**config.mk**
```make
export PLATFORM = sky130hd
export DESIGN_NAME = float_token_recognizer_top
export DESIGN_NICKNAME = d
export VERILOG_FILES = /design/src/sv/ftr_pkg.sv /design/src/sv/float_token_recognizer_top.sv
export VERILOG_INCLUDE_DIRS = /design/src /design/src/sv
export SDC_FILE = /design/constraint.sdc
export NUM_CORES = 1
export LEC_CHECK = 0
export ABC_AREA = 1
export BUFFER_PORTS_ARGS = -buffer_cell sky130_fd_sc_hd__buf_2
export CAP_MARGIN = 20
export CORE_ASPECT_RATIO = 0.75
export CORE_MARGIN = 3
export CORE_UTILIZATION = 31
export DETAILED_ROUTE_END_ITERATION = 8
export PLACE_DENSITY = 0.47
export SKIP_CTS_REPAIR_TIMING = 1
export SYNTH_ARGS = -nofsm -noshare
export SYNTH_HDL_FRONTEND = slang
export SYNTH_SLANG_ARGS = --single-unit
```
**constraint.sdc**
```tcl
create_clock -name i_clk -period 7.5 [get_ports i_clk]
set_input_delay 0.375 -clock i_clk [delete_from_list [all_inputs] [get_ports i_clk]]
set_output_delay 0.375 -clock i_clk [all_outputs]
set_load 0.005 [all_outputs]
```
**src/sv/float_token_recognizer_top_macros.svh**
```systemverilog
// Assertion macros for the float token recognizer.
// Used by float_token_recognizer_top; expects i_clk and i_rst_n in scope.
`ifndef FLOAT_TOKEN_RECOGNIZER_TOP_MACROS_SVH
`define FLOAT_TOKEN_RECOGNIZER_TOP_MACROS_SVH

// Same-cycle implication, checked out of reset.
`define FTR_ASSERT_NOW(lbl, pre, post, msg) \
    lbl: assert property (@(posedge i_clk) disable iff (!i_rst_n) (pre) |-> (post)) \
        else $error(msg);

// Next-cycle implication, checked out of reset.
`define FTR_ASSERT_NEXT(lbl, pre, post, msg) \
    lbl: assert property (@(posedge i_clk) disable iff (!i_rst_n) (pre) |=> (post)) \
        else $error(msg);

`endif

```
**src/sv/ftr_pkg.sv**
```systemverilog
// Package for the float token recognizer: phase encoding, parse-step record,
// character classes and the one-character parse step. No dependencies.
`timescale 1ns / 1ps

package ftr_pkg;

    localparam int MAX_TOKEN = 512;
    localparam int CNT_W     = $clog2(MAX_TOKEN);
    localparam int WP_W      = 4;

    typedef enum logic [9:0] {
        PH_START     = 10'b00_0000_0001,
        PH_GOTSIGN   = 10'b00_0000_0010,
        PH_INF       = 10'b00_0000_0100,
        PH_NAN       = 10'b00_0000_1000,
        PH_NANDONE   = 10'b00_0001_0000,
        PH_MAYBEHEX  = 10'b00_0010_0000,
        PH_DIGITS    = 10'b00_0100_0000,
        PH_FRAC      = 10'b00_1000_0000,
        PH_EXP       = 10'b01_0000_0000,
        PH_EXPDIGITS = 10'b10_0000_0000
    } t_phase;

    typedef struct packed {
        t_phase            phase;
        logic [WP_W-1:0]   wp;
        logic              ms;
        logic              hex;
        logic              acc;
        logic              cm;
    } t_parse;

    function automatic logic is_dig(input logic [7:0] c);
        return (c >= "0") && (c <= "9");
    endfunction

    function automatic logic is_xdig(input logic [7:0] c);
        return is_dig(c) || ((c >= "a") && (c <= "f")) || ((c >= "A") && (c <= "F"));
    endfunction

    function automatic logic is_alnum(input logic [7:0] c);
        return is_dig(c) || ((c >= "a") && (c <= "z")) || ((c >= "A") && (c <= "Z"));
    endfunction

    // Lowercase letters of "nfinity"
    function automatic logic [7:0] inf_char(input logic [2:0] idx);
        logic [7:0] ch;
        unique case (idx)
            3'd0:    ch = "n";
            3'd1:    ch = "f";
            3'd2:    ch = "i";
            3'd3:    ch = "n";
            3'd4:    ch = "i";
            3'd5:    ch = "t";
            default: ch = "y";
        endcase
        return ch;
    endfunction

    // One character through the parser; phases fall through in forward order.
    function automatic t_parse parse_step(input t_parse cur, input logic [7:0] c);
        t_parse     st;
        logic       done;
        logic       dig_ok;
        logic [7:0] lo;
        st     = cur;
        st.acc = 1'b0;
        st.cm  = 1'b0;
        done   = 1'b0;
        dig_ok = (st.hex && is_xdig(c)) || is_dig(c);
        lo     = inf_char(st.wp[2:0]);

        if (st.phase == PH_START) begin
            st.phase = PH_GOTSIGN;
            if (c == "-" || c == "+") begin
                done   = 1'b1;
                st.acc = 1'b1;
            end
        end
        if (!done && st.phase == PH_GOTSIGN) begin
            if (c == "0") begin
                st.phase = PH_MAYBEHEX;
                st.cm    = 1'b1;
                st.acc   = 1'b1;
                done     = 1'b1;
            end else if (c == "i" || c == "I") begin
                st.phase = PH_INF;
                st.acc   = 1'b1;
                done     = 1'b1;
            end else if (c == "n" || c == "N") begin
                st.phase = PH_NAN;
                st.acc   = 1'b1;
                done     = 1'b1;
            end else begin
                st.phase = PH_DIGITS;
            end
        end
        if (!done && st.phase == PH_INF) begin
            done = 1'b1;
            if (st.wp <= WP_W'(6) && (c == lo || c == (lo & 8'hDF))) begin
                st.acc = 1'b1;
                st.cm  = (st.wp == WP_W'(1)) || (st.wp == WP_W'(6));
                st.wp  = st.wp + WP_W'(1);
            end
        end
        if (!done && st.phase == PH_NAN) begin
            done = 1'b1;
            if (st.wp == WP_W'(0)) begin
                st.acc = (c == "a") || (c == "A");
            end else if (st.wp == WP_W'(1)) begin
                st.acc = (c == "n") || (c == "N");
                st.cm  = st.acc;
            end else if (st.wp == WP_W'(2)) begin
                st.acc = (c == "(");
            end else if (c == ")") begin
                st.acc   = 1'b1;
                st.cm    = 1'b1;
                st.phase = PH_NANDONE;
            end else begin
                st.acc = is_alnum(c) || (c == "_");
            end
            if (st.acc && st.wp < WP_W'(3))
                st.wp = st.wp + WP_W'(1);
        end
        if (!done && st.phase == PH_MAYBEHEX) begin
            st.phase = PH_DIGITS;
            if (c == "x" || c == "X") begin
                st.hex = 1'b1;
                st.acc = 1'b1;
                done   = 1'b1;
            end else begin
                st.ms = 1'b1;
            end
        end
        if (!done && st.phase == PH_DIGITS) begin
            if (dig_ok) begin
                st.ms  = 1'b1;
                st.cm  = 1'b1;
                st.acc = 1'b1;
                done   = 1'b1;
            end else begin
                st.phase = PH_FRAC;
                if (c == ".") begin
                    st.cm  = st.ms;
                    st.acc = 1'b1;
                    done   = 1'b1;
                end
            end
        end
        if (!done && st.phase == PH_FRAC) begin
            done = 1'b1;
            if (((c == "e" || c == "E") && !st.hex) || ((c == "p" || c == "P") && st.hex)) begin
                if (st.ms) begin
                    st.phase = PH_EXP;
                    st.acc   = 1'b1;
                end
            end else if (dig_ok) begin
                st.cm  = 1'b1;
                st.ms  = 1'b1;
                st.acc = 1'b1;
            end
        end
        if (!done && st.phase == PH_EXP) begin
            st.phase = PH_EXPDIGITS;
            if (c == "-" || c == "+") begin
                st.acc = 1'b1;
                done   = 1'b1;
            end
        end
        if (!done && st.phase == PH_EXPDIGITS) begin
            done   = 1'b1;
            st.acc = is_dig(c);
            st.cm  = st.acc;
        end
        return st;
    endfunction

endpackage

```
**src/sv/float_token_recognizer_top.sv**
```systemverilog
// Float token recognizer: the result of a closing item is registered, through
// the skid entry when the output is held; throughput 1 item per cycle while
// o_stall is low, set by the single parse-step update of the token state. A
// two-entry output (register + skid) keeps input acceptance registered.
// Synchronous active-low reset clears the token state and output valids, sets
// max_length to 511. Uses ftr_pkg (parse step) and the assertion macros header.
`timescale 1ns / 1ps

module float_token_recognizer_top (
    input  logic                     i_clk,
    input  logic                     i_rst_n,
    input  logic                     i_valid,
    output logic                     o_stall,
    input  logic [7:0]               i_char_code,
    input  logic                     i_end_of_input,
    output logic                     o_valid,
    input  logic                     i_stall,
    output logic [ftr_pkg::CNT_W-1:0] o_accepted_length,
    output logic [ftr_pkg::CNT_W-1:0] o_pushback_count,
    input  logic                     psel,
    input  logic                     penable,
    input  logic                     pwrite,
    input  logic [2:0]               paddr,
    input  logic [31:0]              pwdata,
    output logic [31:0]              prdata,
    output logic                     pready
);

    localparam int W = ftr_pkg::CNT_W;

    logic [W-1:0]        r_max_length;
    ftr_pkg::t_parse     r_tok;
    ftr_pkg::t_parse     n_tok;
    ftr_pkg::t_parse     step;
    logic [W-1:0]        r_stored, n_stored;
    logic [W-1:0]        r_commit, n_commit;
    logic                r_out_valid;
    logic [W-1:0]        r_out_len, r_out_push;
    logic                r_skid_valid;
    logic [W-1:0]        r_skid_len, r_skid_push;

    logic                in_acc;
    logic                out_take;
    logic                take;
    logic                fin;
    logic [W-1:0]        s1;
    logic [W-1:0]        cnt, cmt;
    logic [W-1:0]        res_len, res_push;
    logic                res_valid;
    ftr_pkg::t_parse     tok_clear;

    assign pready  = 1'b1;
    assign prdata  = (paddr[2] == 1'b0) ? {{(32-W){1'b0}}, r_max_length} : 32'd0;

    assign o_stall  = r_skid_valid;
    assign in_acc   = i_valid && !r_skid_valid;
    assign o_valid  = r_out_valid;
    assign out_take = r_out_valid && !i_stall;
    assign o_accepted_length = r_out_len;
    assign o_pushback_count  = r_out_push;

    always_comb begin
        tok_clear       = '0;
        tok_clear.phase = ftr_pkg::PH_START;
        step = ftr_pkg::parse_step(r_tok, i_char_code);
        s1   = r_stored + W'(1);
        take = !i_end_of_input && (r_stored < r_max_length) && step.acc;
        cnt  = take ? s1 : r_stored;
        cmt  = (take && step.cm) ? s1 : r_commit;
        fin  = !take || (s1 >= r_max_length);
        res_len   = cmt;
        res_push  = cnt - cmt;
        res_valid = in_acc && fin;
        if (!in_acc) begin
            n_tok    = r_tok;
            n_stored = r_stored;
            n_commit = r_commit;
        end else if (fin) begin
            n_tok    = tok_clear;
            n_stored = '0;
            n_commit = '0;
        end else begin
            n_tok    = step;
            n_stored = cnt;
            n_commit = cmt;
        end
    end

    always_ff @(posedge i_clk) begin
        if (!i_rst_n) begin
            r_max_length <= W'(511);
            r_tok        <= tok_clear;
            r_stored     <= '0;
            r_commit     <= '0;
            r_out_valid  <= 1'b0;
            r_skid_valid <= 1'b0;
        end else begin
            if (psel && penable && pwrite && pready && paddr[2] == 1'b0)
                r_max_length <= pwdata[W-1:0];
            r_tok    <= n_tok;
            r_stored <= n_stored;
            r_commit <= n_commit;
            if (out_take || !r_out_valid) begin
                if (r_skid_valid) begin
                    r_out_valid  <= 1'b1;
                    r_skid_valid <= 1'b0;
                end else begin
                    r_out_valid <= res_valid;
                end
            end else if (res_valid) begin
                r_skid_valid <= 1'b1;
            end
        end
    end

    always_ff @(posedge i_clk) begin
        if (out_take || !r_out_valid) begin
            if (r_skid_valid) begin
                r_out_len  <= r_skid_len;
                r_out_push <= r_skid_push;
            end else begin
                r_out_len  <= res_len;
                r_out_push <= res_push;
            end
        end else if (res_valid) begin
            r_skid_len  <= res_len;
            r_skid_push <= res_push;
        end
    end

`include "float_token_recognizer_top_macros.svh"

    `FTR_ASSERT_NOW(a_commit_le_stored, 1'b1, r_commit <= r_stored, "commit past stored count")
    `FTR_ASSERT_NOW(a_skid_implies_out, r_skid_valid, r_out_valid, "skid full, output empty")
    `FTR_ASSERT_NEXT(a_eoi_clears, in_acc && i_end_of_input,
        r_stored == '0 && r_tok.phase == ftr_pkg::PH_START, "token not cleared at end")

endmodule

```
======== Word level (Yosys, flattened, before mapping) ========
Cells that the tools add are included.
storage, ports and cells
  RAM bits ................................ 0
  word-level logic and storage cells ...... 216
  memories ................................ 0
  bits in latches ......................... 0
  bits of input ports ..................... 51
  memory bits (read-only) ................. 0
  register bits ........................... 81
  output and inout bits ................... 53
operators by class
  shift-type cells ........................ 0
  bitwise logic cells ..................... 3
  multiplexer cells ....................... 80
  add/sub/neg operators ................... 4
  divide/modulo/power cells ............... 0
  $mul .................................... 0
  reductions and logical operators ........ 65
  equality and inequality tests ........... 39
  order comparisons ....................... 12
operators by type and width
  cell                    count
  $mux W10                13
  $eq A8 B7 Y1 const B    13
  $mux W9                 7
  $eq A8 B6 Y1 const B    6
  $mux W1                 36
  $le A8 B7 Y1 const B    4
  $mux W2                 14
  $logic_and A1 B1 Y1     27
  $mux W7                 3
  $pmux W5 S4             1
  $logic_or A1 B1 Y1      18
  $mux W18                1
  $eq A8 B8 Y1            2
  $ge A8 B7 Y1 const B    2
  $logic_not A1 Y1        14
  $mux W14                1
  $mux W4                 3
  $eq A10 B1 Y1 const B   1
  $eq A10 B10 Y1 const B  1
  $eq A10 B2 Y1 const B   1
  $eq A10 B3 Y1 const B   1
  $eq A10 B4 Y1 const B   1
  $eq A10 B6 Y1 const B   1
  $eq A10 B7 Y1 const B   1
  other kinds (23)        31

======== Logic depth before layout (Yosys ltp) ========
  word-level depth ........................ 41
  gate-level depth with buffers ........... 55
  gate-level depth less buffers ........... 52

======== Worst setup path after synthesis ========
OpenSTA, ideal clock, no wires.
  path type ............................... input-to-reg
  start point ............................. input port i_char_code[3]
  end point ............................... register r_out_push[8] (netlist: o_pushback_count[8]), data pin
  path slack .............................. 1,267 ps
  arrival ................................. 5,980 ps
  library setup time ...................... 254 ps
  data required time ...................... 7,246 ps
  path buffers ............................ 2
  cell stages on the path ................. 48
  path through ............................ buf_2 -> nand2_1 -> inv_1 -> nand2_1 -> nand2_1 -> nand2_2 -> nor2_4 -> nor2_2 -> nand2_2 -> nand2_2 -> nand3_2 -> nor2_4 -> nand3_2 -> nor2_1 -> xor2_1 -> inv_1 -> ha_1 -> nand3_1 -> (+12 left out) -> nand4_4 -> buf_4 -> o21ai_2 -> ha_1 -> inv_1 -> fa_1 -> nand3_1 -> nand2_1 -> a21oi_1 -> o21bai_1 -> a21oi_1 -> inv_1 -> a21oi_1 -> inv_1 -> nand3_1 -> nand3_1 -> nand3_1 -> nand2_1
between the ends
  word-level cells in the longest chain between the ends .. 36
  elaborated cells on any way between the ends .. 151
  those cells by class .................... 1 x add/sub; 8 x order compare; 30 x eq/ne; 68 x mux; 44 x reduce/logical
RTL lines
  element                RTL line                           source
  from (decl)            float_token_recognizer_top.sv:14   input logic [7:0] i_char_code,
  $eq A8 B6 Y1           ftr_pkg.sv:75, ftr_pkg.sv:165
  $logic_or A1 B1 Y1     ftr_pkg.sv:75, ftr_pkg.sv:165
  $mux W1                ftr_pkg.sv:75                      if (c == "-" || c == "+") begin
  $mux W1                ftr_pkg.sv:73                      if (st.phase == PH_START) begin
  $mux W1                ftr_pkg.sv:90                      end else if (c == "n" || c == "N") begin
  $mux W1                ftr_pkg.sv:86                      end else if (c == "i" || c == "I") begin
  $mux W1                ftr_pkg.sv:81                      if (c == "0") begin
  $mux W1                ftr_pkg.sv:80                      if (!done && st.phase == PH_GOTSIGN) begin
  (+21 left out)         n/a
  $logic_and A1 B1 Y1    ftr_pkg.sv:170                     if (!done && st.phase == PH_EXPDIGITS) begin
  $mux W2 *              ftr_pkg.sv:170
  $logic_and A1 B1 Y1    float_token_recognizer_top.sv:67   take = !i_end_of_input && (r_stored < r_max_length) && step.acc;
  $logic_and A1 B1 Y1 *  float_token_recognizer_top.sv:69   cmt = (take && step.cm) ? s1 : r_commit;
  $mux W9 *              float_token_recognizer_top.sv:69
  named net cmt[0]       float_token_recognizer_top.sv:47   logic [W-1:0] cnt, cmt;
  $sub A9 B9 Y9 *        float_token_recognizer_top.sv:72   res_push = cnt - cmt;
  $mux W9 *              float_token_recognizer_top.sv:118  if (r_skid_valid) begin
  to (signal assigned)   float_token_recognizer_top.sv:120  r_out_push <= r_skid_push;
  to (signal assigned)   float_token_recognizer_top.sv:123  r_out_push <= res_push;
  to (decl)              float_token_recognizer_top.sv:38   logic [W-1:0] r_out_len, r_out_push;
The timed path passes the listed nets; every way through them passes the cells marked *. The select of a mux whose other input is x is not followed.
A chain may end at the register's enable or synchronous reset.

======== Worst setup path after layout ========
  start point ............................. register r_tok[17] in the netlist's numbering
  end point ............................... register r_out_push[8] (netlist: o_pushback_count[8]), data pin
between the ends
  word-level cells in the longest chain between the ends .. 34
  elaborated cells on any way between the ends .. 96
  those cells by class .................... 1 x add/sub; 11 x eq/ne; 61 x mux; 23 x reduce/logical
RTL lines
  element                                                 RTL line                           source
  from (decl)                                             float_token_recognizer_top.sv:32   ftr_pkg::t_parse r_tok;
  from (signal assigned)                                  float_token_recognizer_top.sv:92   r_tok <= tok_clear;
  from (signal assigned)                                  float_token_recognizer_top.sv:100  r_tok <= n_tok;
  branches (longest 28 deep; another with $eq A10 B1 Y1)  n/a
  $mux W2 *                                               ftr_pkg.sv:170
  $logic_and A1 B1 Y1                                     float_token_recognizer_top.sv:67
  $logic_and A1 B1 Y1 *                                   float_token_recognizer_top.sv:69
  $mux W9 *                                               float_token_recognizer_top.sv:69
  named net cmt[0]                                        float_token_recognizer_top.sv:47
  $sub A9 B9 Y9 *                                         float_token_recognizer_top.sv:72
  $mux W9 *                                               float_token_recognizer_top.sv:118
Mark *: on every way through the listed nets, which the timed path passes. The select of a mux whose other input is x is not followed.

==> flow_summary.yaml <==
outcome:
  outcome: "finished, final reports clean"
pwr:
  power_switching_mw: 0.338
  cell_internal_pwr_mw: 0.840
  clockPowerShare_pct: 42.1
  switching_share_pct: 28.7
  power_frac_seq_pct: 40.9
  max-vdd-ir-drop_uv: 106
  p_per_area_mw_per_mm2: 171
  comb_power_share_pct: 17.0
  p_leak_nw: 3.22
layout:
  drive_gt1_share_pct: 21.4
  nNetsFinal: 956
  area_delta_synth_final_pct: 17.3
  fill_cells: 1951
  insertedDiodeCount: 0
routing:
  num_vias: 5110
  drt_iter0_markers: 277
  drc: 0
  dr.pass1.iters: 4
  vias_per_cell: 4.58
  wl_per_cell_um: 13.3
  drt-total-wl_mm: 14.9
  ant_nets: 0
worst_setup_path:
  cp_data_required_time_ns: 7.59
  worst_setup_path_start_kind: "flip-flop"
  cp_max_fo: 5
  crit_path_end_kind: "flip-flop"
  r2r_slack_ns: 0.69
  critPathMaxStageDelay_ns: 0.49
  r2r_cells: 45
  cp.arrival_ns: 6.90
  crit_type: "flip-flop to flip-flop"
  crit_slowest_cell: "o31ai_2"
  r2r_end: "o_pushback_count[8]"
  worstReg2RegStart: "r_tok[17]"
timing:
  max_freq_mhz: 147
  setup_ws_ns: 0.686
  finalCritPeriodShare_pct: 90.9
  skew_ns: 0.0100
  fin_crit_ns: 6.81
  hold_viol: 0
  maxSlewViolCount: 0
  tns_ns: 0
  tightest_slew_ns: 0.925
  maxSlewHeadroom_pct: 37.9
  setup_viol: 0
synthesis:
  yosysWarnings: 0
  syn-instance-count: 800
  synth_cell_type_count: 46
  avgSynthCellArea_sq_um: 7.34
  netlist_area_sq_mm: 0.00587
  synth.yosys.seq_area_share_pct: 33.8
  synth-seq-cells: 81
floorplan:
  io_pins: 104
  start_util_pct: 32.5
  die_h_um: 125
  rows: 42
  core_sq_mm: 0.0181
  chipWidth_um: 165
  die_area_sq_mm: 0.0206
place:
  finalWeightedCongestion: 0.813
  portBuffers: 54
  dp_slack_ns: 0.323
  dp_hpwl_mm: 11.3
hold_path:
  min_to: "r_max_length[6]"
  hp-class: "primary input to flip-flop"
  worstHoldStart: "pwdata[6]"
  hold_depth: 3
clock_network:
  insertion_delay_ns: 0.34
  clk_pin_slew_ns: 0.07
  clockBufferDepth: 2
  cts_tree: "built"
  h-tree-depth: 3
  numCtsBuffers: 9
  cts.sinks: 81
  root_buffer: "clkbuf_16"
global_route:
  overflow: 0
  grt_pass1_wl_mm: 24.5
  grt_start_max_net_pins: 36
  grt_pass1_vias: 4748
  antenna_found_initial: 0
  grt_use_total_pct: 14.7
run:
  drv_cap: 0
-- layer usage --
layer  vias up  part of all wire, %  wire length [um]  GRT usage [%]
met5         -                    0                 0              0
met4         0                 0.61                91           2.96
met3         6                  3.3               496           2.78
met2        69                   44              6470           22.9
met1      2321                   53              7800           21.4
li1       2714                    -                 -              -
-- how the worst max path moves through the flow --
stage,end,startpoint,cells past startpoint
6_report,o_pushback_count[8],r_tok[17],45
5_1_grt,o_pushback_count[8],r_tok[17],49
4_1_cts,o_pushback_count[8],r_tok[17],46
3_5_place_dp,o_pushback_count[8],i_char_code[6],45
3_3_place_gp,o_pushback_count[8],i_char_code[6],47
2_1_floorplan,o_pushback_count[8],i_char_code[3],48
-- cell families after synthesis --
kind of cell,share of synthesized area (%)
flip-flops,33.8
adder cells (fa/ha/maj),8.02
other,0.128
AND/OR/NAND/NOR,30.8
buffers and inverters,12.2
XOR/XNOR,2.09
AO/OA/AOI/OAI,12.8
multiplexers,0.171
-- worst max-delay path, delay by kind of cell (launching register included) --
kind            cells  cell delay (ns)
simple gates       30             3.60
compound gates      6             1.19
fa+ha+maj           3             0.75
buf+inv             5             0.42
flops               1             0.37
mux                 1             0.27
-- Yosys cell counts (all sizes together) --
| master | number | share of area (%) |
|---|---|---|
| mux2i | 1 | 0.17 |
| o41ai | 1 | 0.15 |
| nor4b | 1 | 0.15 |
| nand3b | 2 | 0.26 |
| o21bai | 3 | 0.38 |
| xor2 | 13 | 1.9 |
| fa | 1 | 0.34 |
| o21ai | 37 | 4.1 |
| xnor2 | 1 | 0.15 |
| o311ai | 2 | 0.30 |
| buf | 33 | 4.1 |
| o21a | 2 | 0.26 |
| a21oi | 59 | 5.2 |
| a2111oi | 1 | 0.15 |
| nand4 | 26 | 3.5 |
| o2111a | 1 | 0.19 |
| clkbuf | 13 | 0.83 |
| inv | 114 | 7.3 |
| edfxtp | 36 | 18 |
| o211ai | 11 | 1.4 |
| conb | 2 | 0.13 |
| dfxtp | 45 | 15 |
| o31ai | 3 | 0.47 |
| a21boi | 2 | 0.26 |
| ha | 36 | 7.7 |
| nor2 | 67 | 5.5 |
| nand3 | 54 | 5.2 |
| nand2 | 221 | 15 |
| nor3 | 12 | 1.3 |
-- power by group through the flow --
stage | registers, mW | logic, mW | clock network [mW]
after CTS | 0.482 | 0.190 | 0.514
after detailed placement | 0.492 | 0.189 | 0
after floorplan | 0.493 | 0.140 | 0
after global routing | 0.483 | 0.229 | 0.534
final | 0.482 | 0.200 | 0.496
after global placement | 0.492 | 0.190 | 0
-- area by class of cell --
class                      count  area [sq um]  area share [%]
sequential                    81          1990            28.8
clock buffer                   9           225            3.27
clock inverter                 7           106            1.54
multi-input combinational    581          3350            48.7
tap                          242           303            4.40
inverter                     114           428            6.21
timing repair buffer          81           483            7.01
-- registers in the layout (all words and copies together), names as in the netlist --
name / count
r_skid_push: 9
o_pushback_count: 9
o_accepted_length: 9
r_tok: 16
r_stored: 9
o_valid: 1
o_stall: 1
r_skid_len: 9
r_max_length: 9
r_commit: 9
-- placed cells by master (no fill, tap or decap), drive strengths merged --
cell type,netlist,routed
bufinv,0,2
o211ai,11,11
nor2,67,67
conb,2,24
clkbuf,13,9
nor4b,1,1
nand3b,2,2
o21ai,37,37
o2111a,1,1
nand4,26,26
a2111oi,1,1
o311ai,2,2
o21a,2,2
o41ai,1,1
ha,36,36
o21bai,3,3
o31ai,3,3
a21boi,2,2
nor3,12,12
dfxtp,45,45
xnor2,1,1
nand2,221,221
xor2,13,13
nand3,54,54
inv,114,118
edfxtp,36,36
fa,1,1
buf,33,81
a21oi,59,59
clkinv,0,1
mux2i,1,1
-- per-stage QoR --
stage	utilization [%]	hold slack (ns)	area [sq um]	power, mW	cells
final	38.1	0.247	6890	1.18	1115
after global placement	35.0	0.456	6330	0.681	1084
after floorplan	-	0.445	5950	0.633	822
after global routing	38.1	0.235	6890	1.25	1115
after CTS	36.8	0.232	6660	1.19	1100
after detailed placement	35.0	0.460	6330	0.681	1084
No activity file was read; power rests on OpenSTA's default activity.
